File: src/lrm_pkg.sv
`timescale 1ns / 1ps
`default_nettype none

package lrm_pkg;

    localparam int POS_W      = 32;
    localparam int COUNT_W    = 32;
    localparam int GAIN_W     = 24;
    localparam int CFG_IDX_W  = 1;
    localparam int CFG_DATA_W = 24;

    localparam int unsigned DEFAULT_STEP_COUNTS = 100;

    // Q16.16 constants
    localparam logic [GAIN_W-1:0]       GAIN_RESET  = 24'd65536;
    localparam logic [POS_W-1:0]        MAX_MOVE_Q  = 32'd19660800;   // 300.0
    localparam logic signed [POS_W-1:0] POS_LIMIT_Q = 32'sd11141120;  // +170.0
    localparam logic signed [POS_W-1:0] NEG_LIMIT_Q = -32'sd11141120; // -170.0
    localparam logic signed [POS_W-1:0] HOME_Q      = -32'sd6553600;  // -100.0
    localparam logic signed [POS_W-1:0] POS_MAX     = 32'sh7FFF_FFFF;
    localparam logic signed [POS_W-1:0] POS_MIN     = 32'sh8000_0000;

    localparam logic [CFG_IDX_W-1:0] CFG_DEVICE_ENABLED   = 1'b0;
    localparam logic [CFG_IDX_W-1:0] CFG_ARCSEC_PER_COUNT = 1'b1;

    localparam logic ACTION_START = 1'b0;
    localparam logic ACTION_TICK  = 1'b1;

    typedef enum logic [3:0] {
        ST_IDLE      = 4'd0,
        ST_STEPPING  = 4'd1,
        ST_DISABLED  = 4'd2,
        ST_TOO_LARGE = 4'd3,
        ST_BLOCK_POS = 4'd4,
        ST_BLOCK_NEG = 4'd5,
        ST_STOP_POS  = 4'd6,
        ST_STOP_NEG  = 4'd7,
        ST_STOP_HOME = 4'd8,
        ST_DONE      = 4'd9
    } status_t;

    typedef struct packed {
        logic                      action;
        logic signed [COUNT_W-1:0] relative_counts;
        logic                      home_stop;
    } lrm_item_t;

    typedef struct packed {
        logic                      device_enabled;
        logic [GAIN_W-1:0]         arcsec_per_count;
    } lrm_cfg_t;

    typedef struct packed {
        logic signed [POS_W-1:0]   position;
        logic                      moving;
        logic                      positive_limit;
        logic                      negative_limit;
        logic                      home_flag;
        logic signed [COUNT_W-1:0] counts_left;
        status_t                   status;
    } lrm_result_t;

endpackage

`default_nettype wire

File: src/lrm_cmd_if.sv
`timescale 1ns / 1ps
`default_nettype none

interface lrm_cmd_if;
    logic               valid;
    logic               ready;
    logic               action;
    logic signed [31:0] relative_counts;
    logic               home_stop;

    modport source (output valid, output action, output relative_counts,
                    output home_stop, input ready);
    modport sink   (input valid, input action, input relative_counts,
                    input home_stop, output ready);
endinterface

`default_nettype wire

File: src/lrm_rsp_if.sv
`timescale 1ns / 1ps
`default_nettype none

interface lrm_rsp_if;
    logic               valid;
    logic               ready;
    logic signed [31:0] position;
    logic               moving;
    logic               positive_limit;
    logic               negative_limit;
    logic               home_flag;
    logic signed [31:0] counts_left;
    logic [3:0]         status;

    modport source (output valid, output position, output moving,
                    output positive_limit, output negative_limit,
                    output home_flag, output counts_left, output status,
                    input ready);
    modport sink   (input valid, input position, input moving,
                    input positive_limit, input negative_limit,
                    input home_flag, input counts_left, input status,
                    output ready);
endinterface

`default_nettype wire

File: src/lrm_cfg.sv
`timescale 1ns / 1ps
`default_nettype none

module lrm_cfg (
    input  logic                            clk,
    input  logic                            rst_n,
    input  logic                            write_en,
    input  logic [lrm_pkg::CFG_IDX_W-1:0]   index,
    input  logic [lrm_pkg::CFG_DATA_W-1:0]  data,
    output lrm_pkg::lrm_cfg_t               cfg
);
    import lrm_pkg::*;

    lrm_cfg_t cfg_reg;
    lrm_cfg_t cfg_next;

    always_comb
    begin
        cfg_next = cfg_reg;
        if (write_en)
        begin
            case (index)
                CFG_DEVICE_ENABLED:   cfg_next.device_enabled   = data[0];
                CFG_ARCSEC_PER_COUNT: cfg_next.arcsec_per_count = data[GAIN_W-1:0];
                default:              cfg_next = cfg_reg;
            endcase
        end
    end

    always_ff @(posedge clk or negedge rst_n)
    begin
        if (!rst_n)
        begin
            cfg_reg.device_enabled   <= 1'b0;
            cfg_reg.arcsec_per_count <= GAIN_RESET;
        end
        else
        begin
            cfg_reg <= cfg_next;
        end
    end

    assign cfg = cfg_reg;

endmodule

`default_nettype wire

File: src/lrm_core.sv
`timescale 1ns / 1ps
`default_nettype none

module lrm_core #(
    parameter int unsigned STEP_COUNTS = lrm_pkg::DEFAULT_STEP_COUNTS
) (
    input  logic                 clk,
    input  logic                 rst_n,
    input  logic                 fire,
    input  lrm_pkg::lrm_item_t   item,
    input  lrm_pkg::lrm_cfg_t    cfg,
    output lrm_pkg::lrm_result_t result
);
    import lrm_pkg::*;

    // signed step size, wide enough for +/-STEP_COUNTS
    localparam int STEP_W = $clog2(STEP_COUNTS + 1);
    localparam int CNT_W  = STEP_W + 1;
    localparam int PROD_W = CNT_W + GAIN_W + 1;
    localparam int SUM_W  = ((PROD_W > POS_W) ? PROD_W : POS_W) + 1;
    localparam int MOVE_W = COUNT_W + GAIN_W;

    localparam logic [COUNT_W-1:0]      STEP_MAG = COUNT_W'(STEP_COUNTS);
    localparam logic signed [CNT_W-1:0] STEP_POS = CNT_W'(STEP_COUNTS);
    localparam logic signed [CNT_W-1:0] STEP_NEG = -STEP_POS;
    localparam logic signed [SUM_W-1:0] SAT_MAX  = SUM_W'(POS_MAX);
    localparam logic signed [SUM_W-1:0] SAT_MIN  = SUM_W'(POS_MIN);

    logic signed [POS_W-1:0]   position_reg, position_next;
    logic signed [COUNT_W-1:0] counts_left_reg, counts_left_next;
    logic                      moving_reg, moving_next;
    logic                      direction_reg, direction_next;
    logic                      positive_limit_reg, positive_limit_next;
    logic                      negative_limit_reg, negative_limit_next;
    logic                      home_flag_reg, home_flag_next;
    status_t                   status;

    logic [COUNT_W-1:0]        rel_mag;
    logic [MOVE_W-1:0]         move_q;
    logic                      too_large;
    logic                      rel_neg;
    logic [COUNT_W-1:0]        left_mag;
    logic                      last_step;
    logic signed [CNT_W-1:0]   step_counts;
    logic signed [PROD_W-1:0]  prod;
    logic signed [SUM_W-1:0]   sum;
    logic signed [POS_W-1:0]   sat_pos;
    logic                      hit_pos, hit_neg, hit_home;

    // start: size check on |counts| * gain
    assign rel_neg   = item.relative_counts[COUNT_W-1];
    assign rel_mag   = rel_neg ? (~item.relative_counts + 1'b1) : item.relative_counts;
    assign move_q    = rel_mag * cfg.arcsec_per_count;
    assign too_large = move_q > MOVE_W'(MAX_MOVE_Q);

    // tick: one step, or the remainder on the last step
    assign left_mag    = counts_left_reg[COUNT_W-1] ? (~counts_left_reg + 1'b1)
                                                    : counts_left_reg;
    assign last_step   = left_mag <= STEP_MAG;
    assign step_counts = last_step ? counts_left_reg[CNT_W-1:0]
                                   : (direction_reg ? STEP_NEG : STEP_POS);
    assign prod        = step_counts * $signed({1'b0, cfg.arcsec_per_count});
    assign sum         = position_reg + prod;
    assign sat_pos     = (sum > SAT_MAX) ? POS_MAX :
                         (sum < SAT_MIN) ? POS_MIN : sum[POS_W-1:0];

    assign hit_pos  = sat_pos > POS_LIMIT_Q;
    assign hit_neg  = sat_pos < NEG_LIMIT_Q;
    assign hit_home = sat_pos >= HOME_Q;

    always_comb
    begin
        position_next       = position_reg;
        counts_left_next    = counts_left_reg;
        moving_next         = moving_reg;
        direction_next      = direction_reg;
        positive_limit_next = positive_limit_reg;
        negative_limit_next = negative_limit_reg;
        home_flag_next      = home_flag_reg;
        status              = ST_IDLE;

        if (item.action == ACTION_START)
        begin
            if (moving_reg)
                status = ST_STEPPING;
            else if (!cfg.device_enabled)
                status = ST_DISABLED;
            else if (too_large)
                status = ST_TOO_LARGE;
            else if (rel_neg && negative_limit_reg)
                status = ST_BLOCK_NEG;
            else if (!rel_neg && positive_limit_reg)
                status = ST_BLOCK_POS;
            else
            begin
                direction_next   = rel_neg;
                counts_left_next = item.relative_counts;
                moving_next      = 1'b1;
                status           = ST_STEPPING;
            end
        end
        else if (moving_reg)
        begin
            position_next = sat_pos;
            if (last_step)
            begin
                // remainder leaves the flags as they are
                counts_left_next = '0;
                moving_next      = 1'b0;
                status           = ST_DONE;
            end
            else
            begin
                positive_limit_next = hit_pos;
                if (hit_pos && !direction_reg)
                begin
                    counts_left_next = '0;
                    moving_next      = 1'b0;
                    status           = ST_STOP_POS;
                end
                else
                begin
                    negative_limit_next = hit_neg;
                    if (hit_neg && direction_reg)
                    begin
                        counts_left_next = '0;
                        moving_next      = 1'b0;
                        status           = ST_STOP_NEG;
                    end
                    else
                    begin
                        home_flag_next = hit_home;
                        if (hit_home && item.home_stop)
                        begin
                            counts_left_next = '0;
                            moving_next      = 1'b0;
                            status           = ST_STOP_HOME;
                        end
                        else
                        begin
                            counts_left_next = direction_reg
                                ? counts_left_reg + COUNT_W'(STEP_COUNTS)
                                : counts_left_reg - COUNT_W'(STEP_COUNTS);
                            status = ST_STEPPING;
                        end
                    end
                end
            end
        end
    end

    always_ff @(posedge clk or negedge rst_n)
    begin
        if (!rst_n)
        begin
            position_reg       <= '0;
            counts_left_reg    <= '0;
            moving_reg         <= 1'b0;
            direction_reg      <= 1'b0;
            positive_limit_reg <= 1'b0;
            negative_limit_reg <= 1'b0;
            home_flag_reg      <= 1'b0;
        end
        else if (fire)
        begin
            position_reg       <= position_next;
            counts_left_reg    <= counts_left_next;
            moving_reg         <= moving_next;
            direction_reg      <= direction_next;
            positive_limit_reg <= positive_limit_next;
            negative_limit_reg <= negative_limit_next;
            home_flag_reg      <= home_flag_next;
        end
    end

    always_comb
    begin
        result.position       = position_next;
        result.moving         = moving_next;
        result.positive_limit = positive_limit_next;
        result.negative_limit = negative_limit_next;
        result.home_flag      = home_flag_next;
        result.counts_left    = counts_left_next;
        result.status         = status;
    end

endmodule

`default_nettype wire

File: src/limited_relative_move_simulator.sv
`timescale 1ns / 1ps
`default_nettype none
// Stepped relative move simulator.
// cmd channel (valid/ready): action 0 starts a relative move of
// relative_counts, action 1 is one time tick (home_stop used on ticks).
// rsp channel (valid/ready): one item per cmd item, giving position
// (Q16.16 arcsec), moving, limit and home flags, counts_left and status.
// cfg_write_en/cfg_index/cfg_data write device_enabled (index 0) and
// arcsec_per_count (index 1); write only while no item is in flight.
// A cmd item is taken into the input stage, then processed into the result
// register that drives rsp. Throughput: one item per cycle while rsp is not
// stalled; the motion state update is a single multiply, saturating add and
// compare between the input stage and the result register, so each item
// sees the state left by the one before.
// When rsp is stalled, the result register holds and one more cmd item is
// taken into the input stage; after that cmd.ready drops until rsp drains.
// Reset clears the motion state and flags, disables the device and sets
// the gain to 1.0 arcsec per count; no item is held after reset.
module limited_relative_move_simulator #(
    parameter int unsigned STEP_COUNTS = lrm_pkg::DEFAULT_STEP_COUNTS
) (
    input  logic                            clk,
    input  logic                            rst_n,
    input  logic                            cfg_write_en,
    input  logic [lrm_pkg::CFG_IDX_W-1:0]   cfg_index,
    input  logic [lrm_pkg::CFG_DATA_W-1:0]  cfg_data,
    lrm_cmd_if.sink                         cmd,
    lrm_rsp_if.source                       rsp
);
    import lrm_pkg::*;

    lrm_cfg_t    cfg;
    lrm_item_t   item_reg;
    logic        item_vld_reg, item_vld_next;
    lrm_result_t result;
    lrm_result_t result_reg;
    logic        rsp_vld_reg, rsp_vld_next;
    logic        cmd_accept;
    logic        advance;

    lrm_cfg u_cfg (
        .clk      (clk),
        .rst_n    (rst_n),
        .write_en (cfg_write_en),
        .index    (cfg_index),
        .data     (cfg_data),
        .cfg      (cfg)
    );

    assign advance       = item_vld_reg && (!rsp_vld_reg || rsp.ready);
    assign cmd.ready     = !item_vld_reg || advance;
    assign cmd_accept    = cmd.valid && cmd.ready;
    assign item_vld_next = cmd_accept || (item_vld_reg && !advance);
    assign rsp_vld_next  = advance || (rsp_vld_reg && !rsp.ready);

    always_ff @(posedge clk or negedge rst_n)
    begin
        if (!rst_n)
        begin
            item_vld_reg <= 1'b0;
            rsp_vld_reg  <= 1'b0;
        end
        else
        begin
            item_vld_reg <= item_vld_next;
            rsp_vld_reg  <= rsp_vld_next;
        end
    end

    always_ff @(posedge clk)
    begin
        if (cmd_accept)
        begin
            item_reg.action          <= cmd.action;
            item_reg.relative_counts <= cmd.relative_counts;
            item_reg.home_stop       <= cmd.home_stop;
        end
        if (advance)
            result_reg <= result;
    end

    lrm_core #(
        .STEP_COUNTS (STEP_COUNTS)
    ) u_core (
        .clk    (clk),
        .rst_n  (rst_n),
        .fire   (advance),
        .item   (item_reg),
        .cfg    (cfg),
        .result (result)
    );

    assign rsp.valid          = rsp_vld_reg;
    assign rsp.position       = result_reg.position;
    assign rsp.moving         = result_reg.moving;
    assign rsp.positive_limit = result_reg.positive_limit;
    assign rsp.negative_limit = result_reg.negative_limit;
    assign rsp.home_flag      = result_reg.home_flag;
    assign rsp.counts_left    = result_reg.counts_left;
    assign rsp.status         = result_reg.status;

    // an item that is processed always shows up as a result
    assert property (@(posedge clk) disable iff (!rst_n)
        advance |=> rsp_vld_reg)
        else $error("processed item did not reach the result register");

    // a stalled input stage keeps its item
    assert property (@(posedge clk) disable iff (!rst_n)
        item_vld_reg && !advance |=> item_vld_reg && $stable(item_reg))
        else $error("input stage item lost while stalled");

    // no move in progress means nothing left to move
    assert property (@(posedge clk) disable iff (!rst_n)
        rsp_vld_reg && !result_reg.moving |-> result_reg.counts_left == '0)
        else $error("counts left while not moving");

    // a move that ends is no longer moving
    assert property (@(posedge clk) disable iff (!rst_n)
        rsp_vld_reg && (result_reg.status == ST_DONE || result_reg.status == ST_STOP_POS ||
                        result_reg.status == ST_STOP_NEG || result_reg.status == ST_STOP_HOME)
        |-> !result_reg.moving)
        else $error("ended move still flagged as moving");

endmodule

`default_nettype wire
File: src/flat_wrapper.sv
// flat-port wrapper written by rule: the top's interface ports become plain ports
module limited_relative_move_simulator_flat import lrm_pkg::*;
#(
    parameter int unsigned STEP_COUNTS = lrm_pkg::DEFAULT_STEP_COUNTS
)
  (clk, rst_n, cfg_write_en, cfg_index, cfg_data, cmd_valid, cmd_action, cmd_relative_counts, cmd_home_stop, cmd_ready, rsp_valid, rsp_position, rsp_moving, rsp_positive_limit, rsp_negative_limit, rsp_home_flag, rsp_counts_left, rsp_status, rsp_ready);
  lrm_cmd_if cmd_i ();
  lrm_rsp_if rsp_i ();
  input  logic clk;
  input  logic rst_n;
  input  logic cfg_write_en;
  input  logic [lrm_pkg::CFG_IDX_W-1:0] cfg_index;
  input  logic [lrm_pkg::CFG_DATA_W-1:0] cfg_data;
  input wire logic [$bits(cmd_i.valid)-1:0] cmd_valid;
  input wire logic [$bits(cmd_i.action)-1:0] cmd_action;
  input wire logic [$bits(cmd_i.relative_counts)-1:0] cmd_relative_counts;
  input wire logic [$bits(cmd_i.home_stop)-1:0] cmd_home_stop;
  output wire logic [$bits(cmd_i.ready)-1:0] cmd_ready;
  output wire logic [$bits(rsp_i.valid)-1:0] rsp_valid;
  output wire logic [$bits(rsp_i.position)-1:0] rsp_position;
  output wire logic [$bits(rsp_i.moving)-1:0] rsp_moving;
  output wire logic [$bits(rsp_i.positive_limit)-1:0] rsp_positive_limit;
  output wire logic [$bits(rsp_i.negative_limit)-1:0] rsp_negative_limit;
  output wire logic [$bits(rsp_i.home_flag)-1:0] rsp_home_flag;
  output wire logic [$bits(rsp_i.counts_left)-1:0] rsp_counts_left;
  output wire logic [$bits(rsp_i.status)-1:0] rsp_status;
  input wire logic [$bits(rsp_i.ready)-1:0] rsp_ready;
  assign cmd_i.valid = cmd_valid;
  assign cmd_i.action = cmd_action;
  assign cmd_i.relative_counts = cmd_relative_counts;
  assign cmd_i.home_stop = cmd_home_stop;
  assign cmd_ready = cmd_i.ready;
  assign rsp_valid = rsp_i.valid;
  assign rsp_position = rsp_i.position;
  assign rsp_moving = rsp_i.moving;
  assign rsp_positive_limit = rsp_i.positive_limit;
  assign rsp_negative_limit = rsp_i.negative_limit;
  assign rsp_home_flag = rsp_i.home_flag;
  assign rsp_counts_left = rsp_i.counts_left;
  assign rsp_status = rsp_i.status;
  assign rsp_i.ready = rsp_ready;
  limited_relative_move_simulator #(.STEP_COUNTS(STEP_COUNTS)) u_core (.clk(clk), .rst_n(rst_n), .cfg_write_en(cfg_write_en), .cfg_index(cfg_index), .cfg_data(cfg_data), .cmd(cmd_i), .rsp(rsp_i));
endmodule
File: config.mk
export PLATFORM = sky130hd
export DESIGN_NAME = limited_relative_move_simulator_flat
export DESIGN_NICKNAME = d
export VERILOG_FILES = /design/src/lrm_pkg.sv /design/src/lrm_cmd_if.sv /design/src/lrm_rsp_if.sv /design/src/lrm_cfg.sv /design/src/lrm_core.sv /design/src/limited_relative_move_simulator.sv /design/src/flat_wrapper.sv
export SDC_FILE = /design/constraint.sdc
export NUM_CORES = 2
export LEC_CHECK = 0
export BUFFER_PORTS_ARGS = -buffer_cell sky130_fd_sc_hd__buf_2
export CAP_MARGIN = 20
export CORE_MARGIN = 2
export CORE_UTILIZATION = 54
export CTS_CLUSTER_SIZE = 16
export DETAILED_ROUTE_END_ITERATION = 16
export PLACE_DENSITY = 0.71
export SLEW_MARGIN = 20
export SYNTH_ARGS = -nofsm -noshare
export SYNTH_HDL_FRONTEND = slang
export SYNTH_HIERARCHICAL = 1
export SYNTH_SLANG_ARGS = --single-unit
File: constraint.sdc
create_clock -name clk -period 23.5 [get_ports clk]
set_input_delay 3.525 -clock clk [delete_from_list [all_inputs] [get_ports clk]]
set_output_delay 3.525 -clock clk [all_outputs]
set_load 0.02 [all_outputs]
### Yosys cells after proc, flatten, opt, wreduce, memory -nomap -nowiden

Cells that the tools add are included.

* order comparisons: 7
* bitwise logic cells: 8
* reduce and logical (&&, ||, !) cells: 22
* multipliers: 2
* multiplexer cells: 54
* $add $sub $neg: 5

Operators with widths (number)
* $mux 32: 18
* $add 32x1->32 const B: 2
* $not 32->32: 2
* $gt 56x25->1 const B: 1
* $mul 32x24->56: 1
* $add 32x33->34: 1
* $gt 34x32->1 const B: 1
* $lt 34x32->1 const B: 1
* $mul 8x25->33: 1
* $add 32x7->32 const B: 1
* $ge 32x24->1 const B: 1
* $gt 32x25->1 const B: 1
* $le 32x7->1 const B: 1
* $lt 32x25->1 const B: 1
* $sub 32x7->32 const B: 1
* $mux 4: 6
* $mux 1: 23
* $mux 8: 2
* $mux 3: 5
* $logic_and 1x1->1: 9
* $reduce_and 7->1: 1
* $logic_not 1->1: 6
* $not 1->1: 6
* $logic_or 1x1->1: 4
* $reduce_and 2->1: 2

* bits of input ports: 64
* register bits: 202
* output and inout port bits: 74

### Logic depth before layout (Yosys ltp)

* depth in word-level cells: 18
* mapped depth: 39

### Hierarchy

Netlist, hierarchy kept.

Modules (own cells, without submodules)
* lrm_core: area an instance 39855.7 sq um, seq. area each 1726.7 sq um, times used 1, cells each 4682
* limited_relative_move_simulator: area an instance 3286.9 sq um, seq. area each 3233.1 sq um, times used 1, cells each 114
* lrm_cfg: area an instance 1018.5 sq um, seq. area each 626.9 sq um, times used 1, cells each 54

### Least setup slack after synthesis

Ideal clock, no wire load.

* path type: register -> register
* start: reg u_core/item_reg[11] (netlist bit)
* end: reg u_core.u_core.counts_left_reg[25]
* path buffers: 2
* clock period less this slack: 10413 ps
* library setup time: 94 ps
* path slack: 13087 ps
* arrival: 10319 ps
* required time: 23406 ps
* cell stages (with the launch flop): 35
* cell sequence: edfxtp_1 -> or4_1 -> nor4_1 -> nand2b_1 -> or4_1 -> o41ai_1 -> nand2b_1 -> o41ai_1 -> xnor2_1 -> clkbuf_1 -> nand2_1 -> fa_1 -> inv_1 -> fa_1 -> inv_1 -> fa_1 -> fa_1 -> fa_1 -> inv_1 -> fa_1 -> fa_1 -> ha_1 -> a21oi_1 -> o21ai_1 -> a311o_1 -> a21oi_1 -> mux2_2 -> a2111oi_2 -> and4_1 -> nand4_1 -> or2_1 -> buf_6 -> nor3_4 -> mux2_2 -> a211oi_1

* cells in the longest elaborated chain, start to end: 9

Ends and longest elaborated chain
* start: declaration: RTL line limited_relative_move_simulator.sv:33 `lrm_item_t item_reg;`
* $not 32->32: RTL line lrm_core.sv:52 `assign rel_mag = rel_neg ? (~item.relative_counts + 1'b1) : item.relative_counts;`
* $add 32x1->32: RTL line lrm_core.sv:52
* $mux 32 (*): RTL line lrm_core.sv:52
* $mul 32x24->56 (*): RTL line lrm_core.sv:53 `assign move_q = rel_mag * cfg.arcsec_per_count;`
* $gt 56x25->1 (*): RTL line lrm_core.sv:54 `assign too_large = move_q > MOVE_W'(MAX_MOVE_Q);`
* $mux 32 (*): RTL line lrm_core.sv:88 `else if (too_large)`
* $mux 32 (*): RTL line lrm_core.sv:86 `else if (!cfg.device_enabled)`
* $mux 32 (*): RTL line lrm_core.sv:84 `if (moving_reg)`
* $mux 32 (*): RTL line lrm_core.sv:82 `if (item.action == ACTION_START)`
* end signal: assignment: RTL line lrm_core.sv:167 `counts_left_reg <= counts_left_next;`
* end: declaration: RTL line lrm_core.sv:30 `logic signed [COUNT_W-1:0] counts_left_reg, counts_left_next;`

Mark *: on every way between the ends. The rest lies on a longest branch, timed or not.
A chain may end at the register's enable or synchronous reset.

### Final worst setup path

* start: reg u_core/item_reg[11] (netlist bit)
* end: reg u_core.u_core.counts_left_reg[7]

Same word-level chain as after synthesis.

==> summary.md <==
| Metric | Value |
|---|---|
| Root buf cell | `clkbuf_16` |
| Final setup viols | `0` |
| Number of enable-type register cells in the synthesized netlist | `106` |
| Worst R2R Path Depth | `33` |
| Final Hold Vio Count | `0` |
| Most frequent cells in the layout | `fa_1 (824), inv_1 (821), nand2_1 (755)` |
| Nets | `roughly 6k` |
| WHS | `0.5088 ns` |
| Slowest-stage cell, CP | `nor3_4` |
| Vias in the first global route | `36.34k` |
| Yosys reg bits | `approximately 200` |
| Detailed placement HPWL | `~96000 um` |
| Seq/Total Area, Yosys | `0.1265` |
| Antenna Nets Post-Route | `0` |
| Clk buf depth | `3` |
| Slew HR | `0.2771` |
| Final setup skew | `0.02161 ns` |
| Vias/cell | `about 6` |
| Critical Path Source Type | `register` |
| Worst slack, placed | `11.41 ns` |
| Die Area | `0.08408 mm^2` |
| Setup CP Type | `register to register` |
| Rows | `104` |
| Synth async-reset ratio | `0.4752` |
| Die X | `290.0 um` |
| Starting Density | `0.5465` |
| Fin crit share | `0.5215` |
| Area Growth Syn to Fin | `5.811%` |
| Vias post-DR | `35.33k` |
| Max Clock Freq | `81.59 MHz` |
| Share of layout cells above drive strength 1 | `0.08556` |
| Largest net degree at the start of global routing | `87` |
| Synth Instances | `4850` |
| Arrival @ worst endpoint | `12.68 ns` |
| CTS tree | `built` |
| Clock latency on the worst-skew pair | `around 0.56 ns` |
| Synth Cell Area | `~0.044 mm^2` |
| Max reg flops | `34` |
| Initial antenna violation count | `2` |
| Status | `finished clean` |
| Clock-pin slew on the worst setup and hold paths | `roughly 0.070 ns` |
| Data required, critical path | `23.93 ns` |
| First-pass iteration count of the detailed router | `6` |
| 1st-iter DRT viols | `roughly 2.7k` |
| Crit path largest cell delay | `0.72 ns` |
| Endpoint class of the critical path | `register` |
| Htree depth | `1` |
| Count of cell types in the netlist | `106` |
| Cts hold-fix bufs | `0` |
| Hold Crit Class | `register to register` |
| Tot GR Track Use | `0.3103` |
| Number of max-cap violations | `0` |
| DRC viols | `0` |
| Syn Area/Cell | `9.105 um^2` |
| Warnings from Yosys | `6` |
| CTS Buf Count | `22` |
| CP max FO | `24` |
| Worst slew pin tran | `1.071 ns` |
| Chip height | `290.0 um` |
| Fin. max-slew vios | `0` |
| Leading cell type in the layout, fill and taps excluded | `fa_1` |
| Slack of the critical path | `around 11 ns` |
| Global placement routability congestion | `roughly 0.97` |
| # resized after CTS | `0` |
| First-pass GRT wire length | `205300 um` |
| I/O Buffers | `between 100 and 150` |
| DR WL/cell | `21.93 um` |
| Hold Path Cell Cnt | `1` |
| Prevailing post-synth register cell | `edfxtp_1` |
| Core box area | `a little over 0.08 mm^2` |
| Setup TNS | `0 ns` |
| TritonCTS Sinks | `between 200 and 250` |
| Number of setup buffers added after CTS | `0` |
| Congestion Overflow GR | `0` |
| Final wirelength | `129200 um` |
| CP dominant cell by count | `fa_1` |
| RSZ-0062 raised after global routing | `false` |
| IO Pins | `138` |
| Final worst path period need | `about 12 ns` |
| Syn_nets | `6031` |
## metrics by stage
| step | instance area, um^2 | instances | util |
|---|---|---|---|
| 5_1_grt | 46720 | 5887 | 0.5782 |
| 3_5_place_dp | 45960 | 5847 | 0.5687 |
| 4_1_cts | 46720 | 5887 | 0.5782 |
| 3_3_place_gp | 45960 | 5847 | 0.5687 |
| 2_1_floorplan | 44160 | 4850 | - |
| 6_report | 46730 | 5888 | 0.5783 |
## logic make-up (layout without fill, tap and decap cells)
kind of cell,after synthesis,after routing,synth area share
AO/OA/AOI/OAI,680,680,0.1064
XOR/XNOR,108,108,0.02159
adder cells (fa/ha/maj),1117,1117,0.4566
buffers and inverters,1102,1079,0.09554
flip-flops,202,202,0.1265
multiplexers,92,92,0.02391
other,0,1,0
AND/OR/NAND/NOR,1549,1549,0.1695
## metal layers
metal  share of wire  wire [um]  GRT usage
met1            0.40      52120     0.4221
met2            0.47      60940     0.5071
met3           0.082      10530    0.04825
met4           0.043       5539     0.1104
met5         0.00016         21          0
## critical path: cells and delay by family, from the launching register on
kind / cells / cell delay, ns
xor+xnor: 1 / 0.16
compound gates: 9 / 3.27
flops: 1 / 0.49
mux: 1 / 0.38
simple gates: 10 / 3.50
fa+ha+maj: 8 / 3.82
buf+inv: 4 / 0.48
## path summary, 6_finish.rpt
check,start,endpoint,slack [ns]
min,u_core/u_core/home_flag_reg,u_core/u_core/home_flag_reg,0.51
min in group asynchronous,rst_n,u_core/u_cfg/cfg[18],3.00
min reg2reg,u_core/u_core/home_flag_reg,u_core/u_core/home_flag_reg,0.51
max in group asynchronous,rst_n,u_core/u_core/position_reg[10],19.23
max,u_core/item_reg[11],u_core/u_core/counts_left_reg[7],11.24
max reg2reg,u_core/item_reg[11],u_core/u_core/counts_left_reg[7],11.24
## synthesized netlist by cell type (all sizes together) (8+ instances only)
cell type / n / area share
fa: 824 / 0.37
or3: 24 / 0.0034
mux2i: 44 / 0.010
o21ai: 144 / 0.017
inv: 821 / 0.070
and3: 14 / 0.0020
nor3: 55 / 0.0071
nand3: 39 / 0.0044
nand2: 757 / 0.064
a31oi: 30 / 0.0046
a21boi: 8 / 0.0014
or4: 10 / 0.0018
o22ai: 15 / 0.0021
o211a: 8 / 0.0018
nor2: 154 / 0.013
a211oi: 57 / 0.010
a21o: 48 / 0.0082
and2: 297 / 0.042
dfrtp: 95 / 0.054
nand4: 37 / 0.0054
a2bb2oi: 10 / 0.0020
a21oi: 166 / 0.019
o211ai: 17 / 0.0030
o31ai: 20 / 0.0034
clkbuf: 246 / 0.021
mux2: 48 / 0.014
xnor2: 78 / 0.016
o41ai: 8 / 0.0016
or2: 12 / 0.0017
nand2b: 22 / 0.0031
nor2b: 74 / 0.010
ha: 293 / 0.083
xor2: 30 / 0.0059
o21bai: 19 / 0.0032
o21a: 17 / 0.0029
nor4: 23 / 0.0037
edfxtp: 106 / 0.072
a221oi: 21 / 0.0056
buf: 35 / 0.0048
## layout make-up
class                      count  area [um^2]
multi-input combinational   3546        34670
fill                        7072        34080
sequential                   202         5588
inverter                     821         3082
tap                         1060         1326
timing repair buffer         218         1296
clock buffer                  26        575.6
clock inverter                14        190.2
antenna                        1        2.502
Power is left out: the tool's default activity adds up to more than one toggle a clock period on the data nets, which glitch-free logic cannot reach.
